**config.mk**
```make
export PLATFORM = sky130hd
export DESIGN_NAME = spiral_order_matrix_reader
export DESIGN_NICKNAME = d
export VERILOG_FILES = /design/src/sv/srm_pkg.sv /design/src/sv/srm_ram.sv /design/src/sv/srm_loader.sv /design/src/sv/srm_spiral.sv /design/src/sv/spiral_order_matrix_reader.sv
export SDC_FILE = /design/constraint.sdc
export NUM_CORES = 2
export LEC_CHECK = 0
export ABC_AREA = 1
export BUFFER_PORTS_ARGS = -buffer_cell sky130_fd_sc_hd__buf_2
export CAP_MARGIN = 20
export CORE_UTILIZATION = 63
export DETAILED_ROUTE_END_ITERATION = 10
export PLACE_DENSITY = 0.79
export SYNTH_ARGS = -nofsm -noshare
export SYNTH_HDL_FRONTEND = slang
export SYNTH_HIERARCHICAL = 1
export SYNTH_SLANG_ARGS = --single-unit
```
**constraint.sdc**
```tcl
create_clock -name clock -period 8.3 [get_ports clock]
set_clock_uncertainty 0.15 [all_clocks]
set_input_delay 1.66 -clock clock [delete_from_list [all_inputs] [get_ports clock]]
set_output_delay 1.66 -clock clock [all_outputs]
set_load 0.03 [all_outputs]
```
**src/sv/srm_pkg.sv**
```systemverilog
package srm_pkg;

   localparam int MAX_ROWS = 8;
   localparam int MAX_COLS = 8;
   localparam int DEPTH    = MAX_ROWS * MAX_COLS;
   localparam int ADDR_W   = $clog2(DEPTH);
   localparam int ROW_W    = $clog2(MAX_ROWS);
   localparam int COL_W    = $clog2(MAX_COLS);
   localparam int DIM_W    = 4;
   localparam int DATA_W   = 32;
   localparam int CNT_W    = $clog2(DEPTH + 1);
   localparam int IDX_W    = 1;
   localparam int RSP_W    = 40;

   // Configuration register indexes.
   localparam logic [IDX_W-1:0] REG_ROW_COUNT = 1'd0;
   localparam logic [IDX_W-1:0] REG_COL_COUNT = 1'd1;

   typedef enum logic [1:0] {
      LD_LOAD,
      LD_DIVIDE,
      LD_WAIT
   } ld_state_type;

   typedef enum logic [1:0] {
      PH_TOP,
      PH_RIGHT,
      PH_BOTTOM,
      PH_LEFT
   } phase_type;

   typedef struct packed {
      logic              en;
      logic [ADDR_W-1:0] addr;
      logic [DATA_W-1:0] data;
   } wr_req_type;

   typedef struct packed {
      logic              en;
      logic [ADDR_W-1:0] addr;
      logic [ROW_W-1:0]  row;
      logic [COL_W-1:0]  col;
      logic              last;
   } rd_req_type;

endpackage

```
**src/sv/srm_ram.sv**
```systemverilog
module srm_ram #(
   parameter int WIDTH = 32,
   parameter int DEPTH = 64
) (
   input  logic                     clock,
   input  logic                     wr_en,
   input  logic [$clog2(DEPTH)-1:0] wr_addr,
   input  logic [WIDTH-1:0]         wr_data,
   input  logic                     rd_en,
   input  logic [$clog2(DEPTH)-1:0] rd_addr,
   output logic [WIDTH-1:0]         rd_data
);

   logic [WIDTH-1:0] mem_ff [DEPTH];
   logic [WIDTH-1:0] rd_data_ff;

   always_ff @(posedge clock) begin
      if (wr_en) begin
         mem_ff[wr_addr] <= wr_data;
      end
      // The read register holds its word until the next read.
      if (rd_en) begin
         rd_data_ff <= mem_ff[rd_addr];
      end
   end

   assign rd_data = rd_data_ff;

endmodule

```
**src/sv/srm_loader.sv**
```systemverilog
module srm_loader (
   input  logic                         clock,
   input  logic                         reset,
   input  logic                         cfg_we,
   input  logic [srm_pkg::DIM_W-1:0]    cols,
   input  logic [srm_pkg::CNT_W-1:0]    total,
   input  logic                         req_valid,
   output logic                         req_ready,
   input  logic [srm_pkg::DATA_W-1:0]   req_data,
   input  logic                         spiral_done,
   output srm_pkg::wr_req_type          wr_req,
   output logic                         start
);

   srm_pkg::ld_state_type state_ff, state_in;

   logic [srm_pkg::ADDR_W-1:0] load_count_ff, load_count_in;
   logic [srm_pkg::ROW_W-1:0]  row_ff, row_in;
   logic [srm_pkg::COL_W-1:0]  col_ff, col_in;
   logic [2:0]                 div_step_ff, div_step_in;
   logic [srm_pkg::COL_W-1:0]  div_rem_ff, div_rem_in;
   logic [srm_pkg::ROW_W-1:0]  div_quo_ff, div_quo_in;

   logic                        accept;
   logic                        wrap;
   logic [srm_pkg::ROW_W-1:0]   pos_row;
   logic [srm_pkg::COL_W-1:0]   pos_col;
   logic [srm_pkg::CNT_W-1:0]   pos_next;
   logic [srm_pkg::COL_W:0]     col_next;
   logic [srm_pkg::DIM_W-1:0]   trial;
   logic                        trial_ge;

   always_ff @(posedge clock) begin
      if (reset) begin
         state_ff      <= srm_pkg::LD_LOAD;
         load_count_ff <= '0;
         row_ff        <= '0;
         col_ff        <= '0;
         div_step_ff   <= '0;
      end else begin
         state_ff      <= state_in;
         load_count_ff <= load_count_in;
         row_ff        <= row_in;
         col_ff        <= col_in;
         div_step_ff   <= div_step_in;
      end
      div_rem_ff <= div_rem_in;
      div_quo_ff <= div_quo_in;
   end

   assign accept   = req_valid && req_ready;
   assign wrap     = srm_pkg::CNT_W'(load_count_ff) >= total;
   assign pos_row  = wrap ? '0 : row_ff;
   assign pos_col  = wrap ? '0 : col_ff;
   assign pos_next = (wrap ? '0 : srm_pkg::CNT_W'(load_count_ff)) + srm_pkg::CNT_W'(1);
   assign col_next = {1'b0, pos_col} + (srm_pkg::COL_W+1)'(1);

   // Restoring division of the load count by the column count, one quotient
   // bit per cycle, to find the load position again after a dimension change.
   assign trial    = {div_rem_ff, load_count_ff[div_step_ff]};
   assign trial_ge = trial >= cols;

   always_comb begin
      state_in      = state_ff;
      load_count_in = load_count_ff;
      row_in        = row_ff;
      col_in        = col_ff;
      div_step_in   = div_step_ff;
      div_rem_in    = div_rem_ff;
      div_quo_in    = div_quo_ff;
      req_ready     = 1'b0;
      start         = 1'b0;
      wr_req.en     = 1'b0;
      wr_req.addr   = srm_pkg::ADDR_W'(pos_row) * srm_pkg::ADDR_W'(srm_pkg::MAX_COLS)
                      + srm_pkg::ADDR_W'(pos_col);
      wr_req.data   = req_data;

      case (state_ff)
         srm_pkg::LD_LOAD: begin
            req_ready = 1'b1;
            if (accept) begin
               wr_req.en = 1'b1;
               if (pos_next == total) begin
                  load_count_in = '0;
                  row_in        = '0;
                  col_in        = '0;
                  start         = 1'b1;
                  state_in      = srm_pkg::LD_WAIT;
               end else begin
                  load_count_in = pos_next[srm_pkg::ADDR_W-1:0];
                  if (col_next == srm_pkg::DIM_W'(cols)) begin
                     col_in = '0;
                     row_in = pos_row + srm_pkg::ROW_W'(1);
                  end else begin
                     col_in = col_next[srm_pkg::COL_W-1:0];
                     row_in = pos_row;
                  end
               end
            end
         end
         srm_pkg::LD_DIVIDE: begin
            div_quo_in = {div_quo_ff[srm_pkg::ROW_W-2:0], trial_ge};
            div_rem_in = trial_ge ? srm_pkg::COL_W'(trial - cols)
                                  : trial[srm_pkg::COL_W-1:0];
            if (div_step_ff == '0) begin
               row_in   = div_quo_in;
               col_in   = div_rem_in;
               state_in = srm_pkg::LD_LOAD;
            end else begin
               div_step_in = div_step_ff - 3'd1;
            end
         end
         srm_pkg::LD_WAIT: begin
            if (spiral_done) begin
               state_in = srm_pkg::LD_LOAD;
            end
         end
         default: begin
            state_in = srm_pkg::LD_LOAD;
         end
      endcase

      // A register write restarts the position search, unless the loader is waiting for the walk.
      if (cfg_we && state_ff != srm_pkg::LD_WAIT) begin
         state_in    = srm_pkg::LD_DIVIDE;
         div_step_in = 3'(srm_pkg::ADDR_W - 1);
         div_rem_in  = '0;
         div_quo_in  = '0;
      end
   end

endmodule

```
**src/sv/srm_spiral.sv**
```systemverilog
module srm_spiral (
   input  logic                      clock,
   input  logic                      reset,
   input  logic                      start,
   input  logic [srm_pkg::DIM_W-1:0] rows,
   input  logic [srm_pkg::DIM_W-1:0] cols,
   input  logic [srm_pkg::CNT_W-1:0] total,
   input  logic                      issue_ok,
   output srm_pkg::rd_req_type       rd_req,
   output logic                      busy,
   output logic                      done
);

   logic                      active_ff, active_in;
   srm_pkg::phase_type        phase_ff, phase_in;
   logic [srm_pkg::ROW_W-1:0] ring_ff, ring_in;
   logic [srm_pkg::ROW_W-1:0] idx_ff, idx_in;
   logic [srm_pkg::CNT_W-1:0] count_ff, count_in;

   logic [srm_pkg::ROW_W-1:0] end_r;
   logic [srm_pkg::COL_W-1:0] end_c;
   logic [srm_pkg::ROW_W-1:0] row;
   logic [srm_pkg::COL_W-1:0] col;
   logic                      issue;
   logic                      last;

   always_ff @(posedge clock) begin
      if (reset) begin
         active_ff <= 1'b0;
      end else begin
         active_ff <= active_in;
      end
      phase_ff <= phase_in;
      ring_ff  <= ring_in;
      idx_ff   <= idx_in;
      count_ff <= count_in;
   end

   assign end_r = srm_pkg::ROW_W'(rows - srm_pkg::DIM_W'(1)) - ring_ff;
   assign end_c = srm_pkg::COL_W'(cols - srm_pkg::DIM_W'(1)) - ring_ff;
   assign issue = active_ff && issue_ok;
   assign last  = count_ff == total - srm_pkg::CNT_W'(1);
   assign busy  = active_ff;
   assign done  = issue && last;

   always_comb begin
      case (phase_ff)
         srm_pkg::PH_TOP:    begin row = ring_ff; col = idx_ff;  end
         srm_pkg::PH_RIGHT:  begin row = idx_ff;  col = end_c;   end
         srm_pkg::PH_BOTTOM: begin row = end_r;   col = idx_ff;  end
         srm_pkg::PH_LEFT:   begin row = idx_ff;  col = ring_ff; end
         default:            begin row = ring_ff; col = idx_ff;  end
      endcase
   end

   always_comb begin
      rd_req.en   = issue;
      rd_req.addr = srm_pkg::ADDR_W'(row) * srm_pkg::ADDR_W'(srm_pkg::MAX_COLS)
                    + srm_pkg::ADDR_W'(col);
      rd_req.row  = row;
      rd_req.col  = col;
      rd_req.last = last;
   end

   // Walk one position per issued read; a side that ends moves on to the next
   // side, and a ring whose closing sides are empty moves on to the next ring.
   always_comb begin
      active_in = active_ff;
      phase_in  = phase_ff;
      ring_in   = ring_ff;
      idx_in    = idx_ff;
      count_in  = count_ff;

      if (start) begin
         active_in = 1'b1;
         phase_in  = srm_pkg::PH_TOP;
         ring_in   = '0;
         idx_in    = '0;
         count_in  = '0;
      end else if (issue) begin
         count_in = count_ff + srm_pkg::CNT_W'(1);
         if (last) begin
            active_in = 1'b0;
         end
         case (phase_ff)
            srm_pkg::PH_TOP: begin
               if (idx_ff != end_c) begin
                  idx_in = idx_ff + srm_pkg::ROW_W'(1);
               end else if (end_r > ring_ff) begin
                  phase_in = srm_pkg::PH_RIGHT;
                  idx_in   = ring_ff + srm_pkg::ROW_W'(1);
               end else begin
                  ring_in = ring_ff + srm_pkg::ROW_W'(1);
                  idx_in  = ring_ff + srm_pkg::ROW_W'(1);
               end
            end
            srm_pkg::PH_RIGHT: begin
               if (idx_ff != end_r) begin
                  idx_in = idx_ff + srm_pkg::ROW_W'(1);
               end else if (end_c > ring_ff) begin
                  phase_in = srm_pkg::PH_BOTTOM;
                  idx_in   = end_c - srm_pkg::COL_W'(1);
               end else begin
                  phase_in = srm_pkg::PH_TOP;
                  ring_in  = ring_ff + srm_pkg::ROW_W'(1);
                  idx_in   = ring_ff + srm_pkg::ROW_W'(1);
               end
            end
            srm_pkg::PH_BOTTOM: begin
               if (idx_ff != ring_ff) begin
                  idx_in = idx_ff - srm_pkg::COL_W'(1);
               end else if (end_r > ring_ff + srm_pkg::ROW_W'(1)) begin
                  phase_in = srm_pkg::PH_LEFT;
                  idx_in   = end_r - srm_pkg::ROW_W'(1);
               end else begin
                  phase_in = srm_pkg::PH_TOP;
                  ring_in  = ring_ff + srm_pkg::ROW_W'(1);
                  idx_in   = ring_ff + srm_pkg::ROW_W'(1);
               end
            end
            srm_pkg::PH_LEFT: begin
               if (idx_ff != ring_ff + srm_pkg::ROW_W'(1)) begin
                  idx_in = idx_ff - srm_pkg::ROW_W'(1);
               end else begin
                  phase_in = srm_pkg::PH_TOP;
                  ring_in  = ring_ff + srm_pkg::ROW_W'(1);
                  idx_in   = ring_ff + srm_pkg::ROW_W'(1);
               end
            end
            default: begin
               phase_in = srm_pkg::PH_TOP;
            end
         endcase
      end
   end

endmodule

```
**src/sv/spiral_order_matrix_reader.sv**
```systemverilog
// Spiral-order matrix reader. Requests carry one signed 32-bit element each, in
// row-major order, for a matrix of row_count by col_count (csr index 0 and 1,
// each taken as 1..8). Loading takes one request per cycle into a 64-word
// single-port-read RAM. The request that completes the matrix starts a walk
// that reads the RAM once per cycle, unless the output stalls, and returns
// every element in clockwise spiral order, with its row and column and tlast
// on the final one; each read word passes through the RAM read register and
// the output register, and no request is taken until every read has been
// issued. After a register write, unless it comes while the loader waits for
// the walk, the block recovers the load position with a bit-serial divide by
// the column count, and takes no request then.
module spiral_order_matrix_reader (
   input  logic                             clock,
   input  logic                             reset,
   input  logic                             req_tvalid,
   output logic                             req_tready,
   input  logic [srm_pkg::DATA_W-1:0]       req_tdata,  // [31:0] element
   output logic                             rsp_tvalid,
   input  logic                             rsp_tready,
   output logic [srm_pkg::RSP_W-1:0]        rsp_tdata,  // [31:0] value, [34:32] row_index,
                                                        // [37:35] col_index, [39:38] zero
   output logic                             rsp_tlast,
   input  logic                             csr_we,
   input  logic [srm_pkg::IDX_W-1:0]        csr_index,
   input  logic [srm_pkg::DIM_W-1:0]        csr_wdata
);

   logic [srm_pkg::DIM_W-1:0] row_count_ff, row_count_in;
   logic [srm_pkg::DIM_W-1:0] col_count_ff, col_count_in;

   logic [srm_pkg::DIM_W-1:0] rows;
   logic [srm_pkg::DIM_W-1:0] cols;
   logic [srm_pkg::CNT_W-1:0] total;

   srm_pkg::wr_req_type        wr_req;
   srm_pkg::rd_req_type        rd_req;
   logic                       start;
   logic                       spiral_busy;
   logic                       spiral_done;
   logic                       issue_ok;
   logic [srm_pkg::DATA_W-1:0] rd_data;

   logic                      pend_ff, pend_in;
   logic [srm_pkg::ROW_W-1:0] pend_row_ff, pend_row_in;
   logic [srm_pkg::COL_W-1:0] pend_col_ff, pend_col_in;
   logic                      pend_last_ff, pend_last_in;

   logic                       out_valid_ff, out_valid_in;
   logic [srm_pkg::DATA_W-1:0] out_value_ff, out_value_in;
   logic [srm_pkg::ROW_W-1:0]  out_row_ff, out_row_in;
   logic [srm_pkg::COL_W-1:0]  out_col_ff, out_col_in;
   logic                       out_last_ff, out_last_in;
   logic                       move;

   always_ff @(posedge clock) begin
      if (reset) begin
         row_count_ff <= srm_pkg::DIM_W'(srm_pkg::MAX_ROWS);
         col_count_ff <= srm_pkg::DIM_W'(srm_pkg::MAX_COLS);
         pend_ff      <= 1'b0;
         out_valid_ff <= 1'b0;
      end else begin
         row_count_ff <= row_count_in;
         col_count_ff <= col_count_in;
         pend_ff      <= pend_in;
         out_valid_ff <= out_valid_in;
      end
      pend_row_ff  <= pend_row_in;
      pend_col_ff  <= pend_col_in;
      pend_last_ff <= pend_last_in;
      out_value_ff <= out_value_in;
      out_row_ff   <= out_row_in;
      out_col_ff   <= out_col_in;
      out_last_ff  <= out_last_in;
   end

   always_comb begin
      row_count_in = row_count_ff;
      col_count_in = col_count_ff;
      if (csr_we) begin
         case (csr_index)
            srm_pkg::REG_ROW_COUNT: row_count_in = csr_wdata;
            srm_pkg::REG_COL_COUNT: col_count_in = csr_wdata;
            default: ;
         endcase
      end
   end

   // A zero dimension counts as one, and a dimension above the maximum is held
   // at the maximum.
   always_comb begin
      if (row_count_ff == '0) begin
         rows = srm_pkg::DIM_W'(1);
      end else if (row_count_ff > srm_pkg::DIM_W'(srm_pkg::MAX_ROWS)) begin
         rows = srm_pkg::DIM_W'(srm_pkg::MAX_ROWS);
      end else begin
         rows = row_count_ff;
      end
      if (col_count_ff == '0) begin
         cols = srm_pkg::DIM_W'(1);
      end else if (col_count_ff > srm_pkg::DIM_W'(srm_pkg::MAX_COLS)) begin
         cols = srm_pkg::DIM_W'(srm_pkg::MAX_COLS);
      end else begin
         cols = col_count_ff;
      end
      total = srm_pkg::CNT_W'(rows) * srm_pkg::CNT_W'(cols);
   end

   srm_loader u_loader (
      .clock       (clock),
      .reset       (reset),
      .cfg_we      (csr_we),
      .cols        (cols),
      .total       (total),
      .req_valid   (req_tvalid),
      .req_ready   (req_tready),
      .req_data    (req_tdata),
      .spiral_done (spiral_done),
      .wr_req      (wr_req),
      .start       (start)
   );

   srm_spiral u_spiral (
      .clock    (clock),
      .reset    (reset),
      .start    (start),
      .rows     (rows),
      .cols     (cols),
      .total    (total),
      .issue_ok (issue_ok),
      .rd_req   (rd_req),
      .busy     (spiral_busy),
      .done     (spiral_done)
   );

   srm_ram #(
      .WIDTH (srm_pkg::DATA_W),
      .DEPTH (srm_pkg::DEPTH)
   ) u_ram (
      .clock   (clock),
      .wr_en   (wr_req.en),
      .wr_addr (wr_req.addr),
      .wr_data (wr_req.data),
      .rd_en   (rd_req.en),
      .rd_addr (rd_req.addr),
      .rd_data (rd_data)
   );

   // The RAM read register holds a word until it moves to the output register,
   // so it doubles as a skid stage behind the output.
   assign move     = pend_ff && (!out_valid_ff || rsp_tready);
   assign issue_ok = !pend_ff || move;

   always_comb begin
      pend_in      = pend_ff;
      pend_row_in  = pend_row_ff;
      pend_col_in  = pend_col_ff;
      pend_last_in = pend_last_ff;
      if (rd_req.en) begin
         pend_in      = 1'b1;
         pend_row_in  = rd_req.row;
         pend_col_in  = rd_req.col;
         pend_last_in = rd_req.last;
      end else if (move) begin
         pend_in = 1'b0;
      end

      out_valid_in = out_valid_ff;
      out_value_in = out_value_ff;
      out_row_in   = out_row_ff;
      out_col_in   = out_col_ff;
      out_last_in  = out_last_ff;
      if (move) begin
         out_valid_in = 1'b1;
         out_value_in = rd_data;
         out_row_in   = pend_row_ff;
         out_col_in   = pend_col_ff;
         out_last_in  = pend_last_ff;
      end else if (rsp_tready) begin
         out_valid_in = 1'b0;
      end
   end

   assign rsp_tvalid = out_valid_ff;
   assign rsp_tdata  = {2'b00, out_col_ff, out_row_ff, out_value_ff};
   assign rsp_tlast  = out_last_ff;

   assert property (@(posedge clock) disable iff (reset)
      !(req_tvalid && req_tready && spiral_busy))
      else $error("request accepted while the spiral walk is running");

   assert property (@(posedge clock) disable iff (reset)
      rd_req.en |-> (!pend_ff || move))
      else $error("RAM read issued over a word that has not moved out");

   assert property (@(posedge clock) disable iff (reset)
      spiral_done |=> !spiral_busy)
      else $error("spiral walk still running after its final read");

   assert property (@(posedge clock) disable iff (reset)
      (rsp_tvalid && !rsp_tready) |=>
         (rsp_tvalid && $stable(rsp_tdata) && $stable(rsp_tlast)))
      else $error("waiting result changed before it was taken");

endmodule
```
; Word-level counts from Yosys, hierarchy flattened
; Memories as Yosys holds them, arrays and structs flattened. A register that Yosys moved wholly into a read port is not among the register bits.
; Cells that the tools add are included.
[classes]
mul = 1
eq_ne = 30
reduce_logical = 34
n_lt_le_gt_ge = 8
n_addsub = 18
n_mux = 70
bitwise_logic = 2
[op_table]
columns = op, count
row1 = two-way mux 3 bit, 27
row2 = case mux 3 bit (4 select lines), 2
row3 = two-way mux 2 bit, 11
row4 = "inequality test 2 bit, second input constant", 10
row5 = case mux 3 bit (3 select lines), 2
row6 = "subtractor 3 x 1 -> 3 bit, second input constant", 6
row7 = two-way mux 1 bit, 17
row8 = two-way mux 4 bit, 4
row9 = "adder 7 x 1 -> 7 bit, second input constant", 2
row10 = equality test 7 bit, 2
row11 = adder 6 x 3 -> 6 bit, 2
row12 = two-way mux 6 bit, 2
row13 = inequality test 3 bit, 4
row14 = case mux 3 bit (2 select lines), 2
row15 = AND reduction 2 bit, 6
row16 = nonzero test 2 bit, 6
row17 = "adder 3 x 1 -> 3 bit, second input constant", 3
row18 = > comparator 3 bit, 3
row19 = "inequality test 3 x 1 -> 1 bit, second input constant", 3
row20 = subtractor 3 bit, 3
row21 = "> comparator 4 bit, second input constant", 2
row22 = zero test 4 bit, 2
row23 = "inequality test 2 x 1 -> 1 bit, second input constant", 4
row24 = case mux 2 bit (4 select lines), 1
row25 = other kinds (23), 37
[word_totals]
ramBits = 2048
inputBits = 42
mem_count = 1
out_inout_bits = 43
wordCells = 189
ff_bits = 94
[memory_table]
columns = name, words, word_bits, read_ports, rd_clocked_by_memory_dff, write_ports, line_no
row1 = u_ram.mem_ff, 64, 32, 1, 1, 1, srm_ram.sv:14  ; logic [WIDTH-1:0] mem_ff [DEPTH];

; Longest topological paths before layout
[depth]
word_depth = 13
ltp_mapped = 33
mapped_depth_nobuf = 32

; Modules after synthesis
; The synthesis kept the hierarchy.
[by_module_without_submodules]
columns = module, cells_each, n_inst, seq_area_each_um2, area_per_inst_um2
row1 = srm_ram, 6788, 1, 62459.9, 83157.3
row2 = srm_spiral, 367, 1, 320.3, 2235.9
row3 = spiral_order_matrix_reader, 169, 1, 1581.5, 2215.9
row4 = srm_loader, 314, 1, 440.4, 2093.3

; Worst setup path after synthesis
; No wires, ideal clock.
[synth_timing]
kind = register to register
startpoint = reg col_count_ff[3] (netlist name)
endpoint = mem u_ram.mem_ff[40][0], enable pin
path_stages_with_launch = 21
setup_time_ns = 0.421
slack_ns = 2.060
path_buffers = 0
t_required_ns = 7.729
period_less_slack_ns = 6.240
t_arrival_ns = 5.669
cell_sequence = dfxtp_1 > inv_1 > nand2_1 > inv_1 > nand2_1 > fa_1 > inv_1 > fa_1 > fa_1 > xor2_1 > inv_1 > ha_1 > nand2_1 > nand2_1 > a21oi_4 > nand2_4 > nor2_1 > inv_1 > nor2_1 > nand3_1 > nor2_1
[synth_rtl]
columns = item, line_no
row1 = "start, declared", spiral_order_matrix_reader.sv:29  ; logic [srm_pkg::DIM_W-1:0] col_count_ff, col_count_in;
row2 = "start signal, assigned", spiral_order_matrix_reader.sv:58  ; col_count_ff <= srm_pkg::DIM_W'(srm_pkg::MAX_COLS);
row3 = "start signal, assigned", spiral_order_matrix_reader.sv:63  ; col_count_ff <= col_count_in;
row4 = "end, declared", srm_ram.sv:14

==> qor.txt <==
======================================================================================
Result of the run                                                         finished, final reports clean
Vertical die dimension                                                    379.3 microns
Layout cell share with drive strength beyond 1                                  7.734%
Number of antenna violations at the first check in global routing                    9
Average cell area after synthesis                                          11.75 sq um
Root buffer selected by CTS                                               sky130_fd_sc_hd__clkbuf_16
Number of nets with antenna violations after routing                                 0
DR vias                                                                          61370
Clock Tree Buf Depth                                                                 3
Synth Warn #                                                                         6
Maximum number of pins on one net before global-route repair                       224
Maximum ir drop on the vdd rail                                            0.0003927 V
Type of origin of the critical path                                           register
Worst-case hold slack                                                        0.2496 ns
Detailed placement HPWL                                                   138300 microns
Max FO, Critical Path                                                               32
Number of H-tree levels                                                              4
Initial cell density of the core                                                63.43%
TritonCTS clock tree                                                              done
Wirelength per Cell                                                       25.74 microns
Setup TNS                                                                         0 ns
Rows                                                                               138
Number of clock sinks seen by CTS                                                 2174
Crit path required time                                                        8.58 ns
Die area                                                                  143900 sq um
Top-Level Pins                                                                      85
Timing-limited maximum frequency                                            0.1406 GHz
Clock-pin slew of the registers on the worst-case setup and hold paths         0.06 ns
Number of resized instances in the post-cts repair step                              0
Horiz. Die Dim                                                            379.3 microns
Number of vias per cell                                                          6.401
Fin. Hold Viols                                                                      0
Number of buffers inserted by post-CTS setup repair                                  0
Static Leakage                                                                34.70 nW
Syn-to-layout area delta                                                        8.969%
Kind of end point of the critical path                                        register
Standard cell core area                                                   141400 sq um
Nets@finish                                                                       7620
Post-synthesis cell count                                                         7637
Detailed-router iteration count before antenna repair                                9
IO buf count                                                                        82
Final min period                                                              7.115 ns
Post-CTS Hold Fix Bufs                                                               0
Clock latency on the worst-skew pair                                           0.83 ns
GRT Residual Overflow                                                                0
Weighted congestion reported at the end of routability-driven placement         0.9560
Worst Max-Slew Pin Slew                                                       1.220 ns
Power density over the cells                                              316.7 nW/um^2
Netlist Area Pre-Place                                                     89700 sq um
Final setup viols                                                                    0
Setup Crit Path Kind                                                      register to register
Overall track demand over capacity in global routing                            34.28%
Cts bufs inserted                                                                  205
Period utilization                                                              85.72%
DR iter-0 viols                                                                  10369
First-pass GRT wire length                                                360700 microns
Count of fill cells added during filler insertion                                 9427
# DRC                                                                                0
Max-slew violation total from the final report                                       0
Max cap viols                                                                        0
Arrival time of the worst setup path                                           7.39 ns
Worst slew margin relative to its limit                                         18.68%
Vias in the first global route                                                   57034
Routed WL                                                                 246700 microns
Unrepaired setup endpoints after global routing                                  false
Class of the worst hold path                                              register to register
======================================================================================
placed cells by master, fill, tap and decap left out, types with 42 or more instances in the layout:
cell	instances
sky130_fd_sc_hd__nand2_1	2456
sky130_fd_sc_hd__nand3_1	1963
sky130_fd_sc_hd__nor2_1	84
sky130_fd_sc_hd__clkbuf_1	47
sky130_fd_sc_hd__ha_1	42
sky130_fd_sc_hd__inv_1	130
sky130_fd_sc_hd__edfxtp_1	2126
sky130_fd_sc_hd__buf_2	53
sky130_fd_sc_hd__clkbuf_16	205
sky130_fd_sc_hd__nor2_4	75
sky130_fd_sc_hd__dfxtp_1	48
sky130_fd_sc_hd__clkinv_1	59
sky130_fd_sc_hd__buf_4	108
layer usage:
layer	wire [microns]	global-route usage [%]
met4	12250	15.57
met5	64	0
met3	33500	7.878
met2	111500	51.48
met1	89440	48.15
report_power, final:
part / internal [W] / leakage (nW) / total (W) / switching (W)
clock: 0.00481 / 3.04 / 0.00882 / 0.00401
sequential: 0.0122 / 19.5 / 0.0123 / 0.0000668
combinational: 0.00243 / 12.1 / 0.00987 / 0.00744
per-stage QoR:
| stage | utilization, % | cell area, sq um | power (W) | worst slack (ns) | instances |
|---|---|---|---|---|---|
| detailed placement | 64.67 | 91450 | 0.02192 | 1.257 | 9210 |
| global placement | 64.64 | 91410 | 0.02170 | 1.352 | 9208 |
| finish | 69.12 | 97740 | 0.03095 | 1.185 | 9587 |
| CTS | 69.08 | 97690 | 0.03062 | 1.225 | 9581 |
| floorplan | - | 89700 | 0.01894 | 2.060 | 7638 |
| global route | 69.11 | 97730 | 0.03201 | 0.8745 | 9583 |
final cells by class:
type | count | area, sq um | share of cell area (%)
Antenna cell | 4 | 10.01 | 0.01024
Tap cell | 1890 | 2365 | 2.419
Timing Repair Buffer | 182 | 1496 | 1.531
Multi-Input combinational cell | 4818 | 22220 | 22.73
Clock inverter | 118 | 927.1 | 0.9485
Inverter | 148 | 606.8 | 0.6208
Clock buffer | 253 | 5320 | 5.443
Sequential cell | 2174 | 64800 | 66.30
final timing paths:
path | start | to | slack, ns | cells past startpoint
min | pend_last_ff | rsp_tlast | 0.25 | 0
min reg2reg | pend_last_ff | rsp_tlast | 0.25 | 0
max | col_count_ff[3] | u_ram/mem_ff[45][4] | 1.19 | 18
max reg2reg | col_count_ff[3] | u_ram/mem_ff[45][4] | 1.19 | 18
worst max-delay path: stages (launching register included):
cell                      delay (ns)
sky130_fd_sc_hd__dfxtp_1        0.35
sky130_fd_sc_hd__inv_1          0.17
sky130_fd_sc_hd__nand2_1        0.15
sky130_fd_sc_hd__inv_1          0.24
sky130_fd_sc_hd__nand2_1        0.11
sky130_fd_sc_hd__fa_1           0.50
sky130_fd_sc_hd__inv_1          0.07
sky130_fd_sc_hd__fa_1           0.53
sky130_fd_sc_hd__fa_1           0.48
sky130_fd_sc_hd__xor2_1         0.33
sky130_fd_sc_hd__inv_1          0.11
sky130_fd_sc_hd__ha_1           0.33
sky130_fd_sc_hd__nand2_1        0.07
sky130_fd_sc_hd__nand2_1        0.08
sky130_fd_sc_hd__a21oi_4        0.31
sky130_fd_sc_hd__nand2_4        0.17
sky130_fd_sc_hd__nor2_1         0.55
sky130_fd_sc_hd__nand3_1        0.85
sky130_fd_sc_hd__nor2_4         1.13
registers in the layout, indices dropped and copies added (netlist names), 3 cells and up:
name	flops
u_loader/div_step_ff	3
u_loader/load_count_ff	6
u_loader/div_rem_ff	3
u_loader/col_ff	3
pend_col_ff	3
out_row_ff	3
u_spiral/count_ff	7
u_spiral/ring_ff	3
col_count_ff	4
u_ram/mem_ff	2048
out_col_ff	3
out_value_ff	32
u_ram/rd_data	32
u_spiral/idx_ff	3
pend_row_ff	3
u_loader/row_ff	3
row_count_ff	4
No activity file was read; power rests on OpenSTA's default activity.
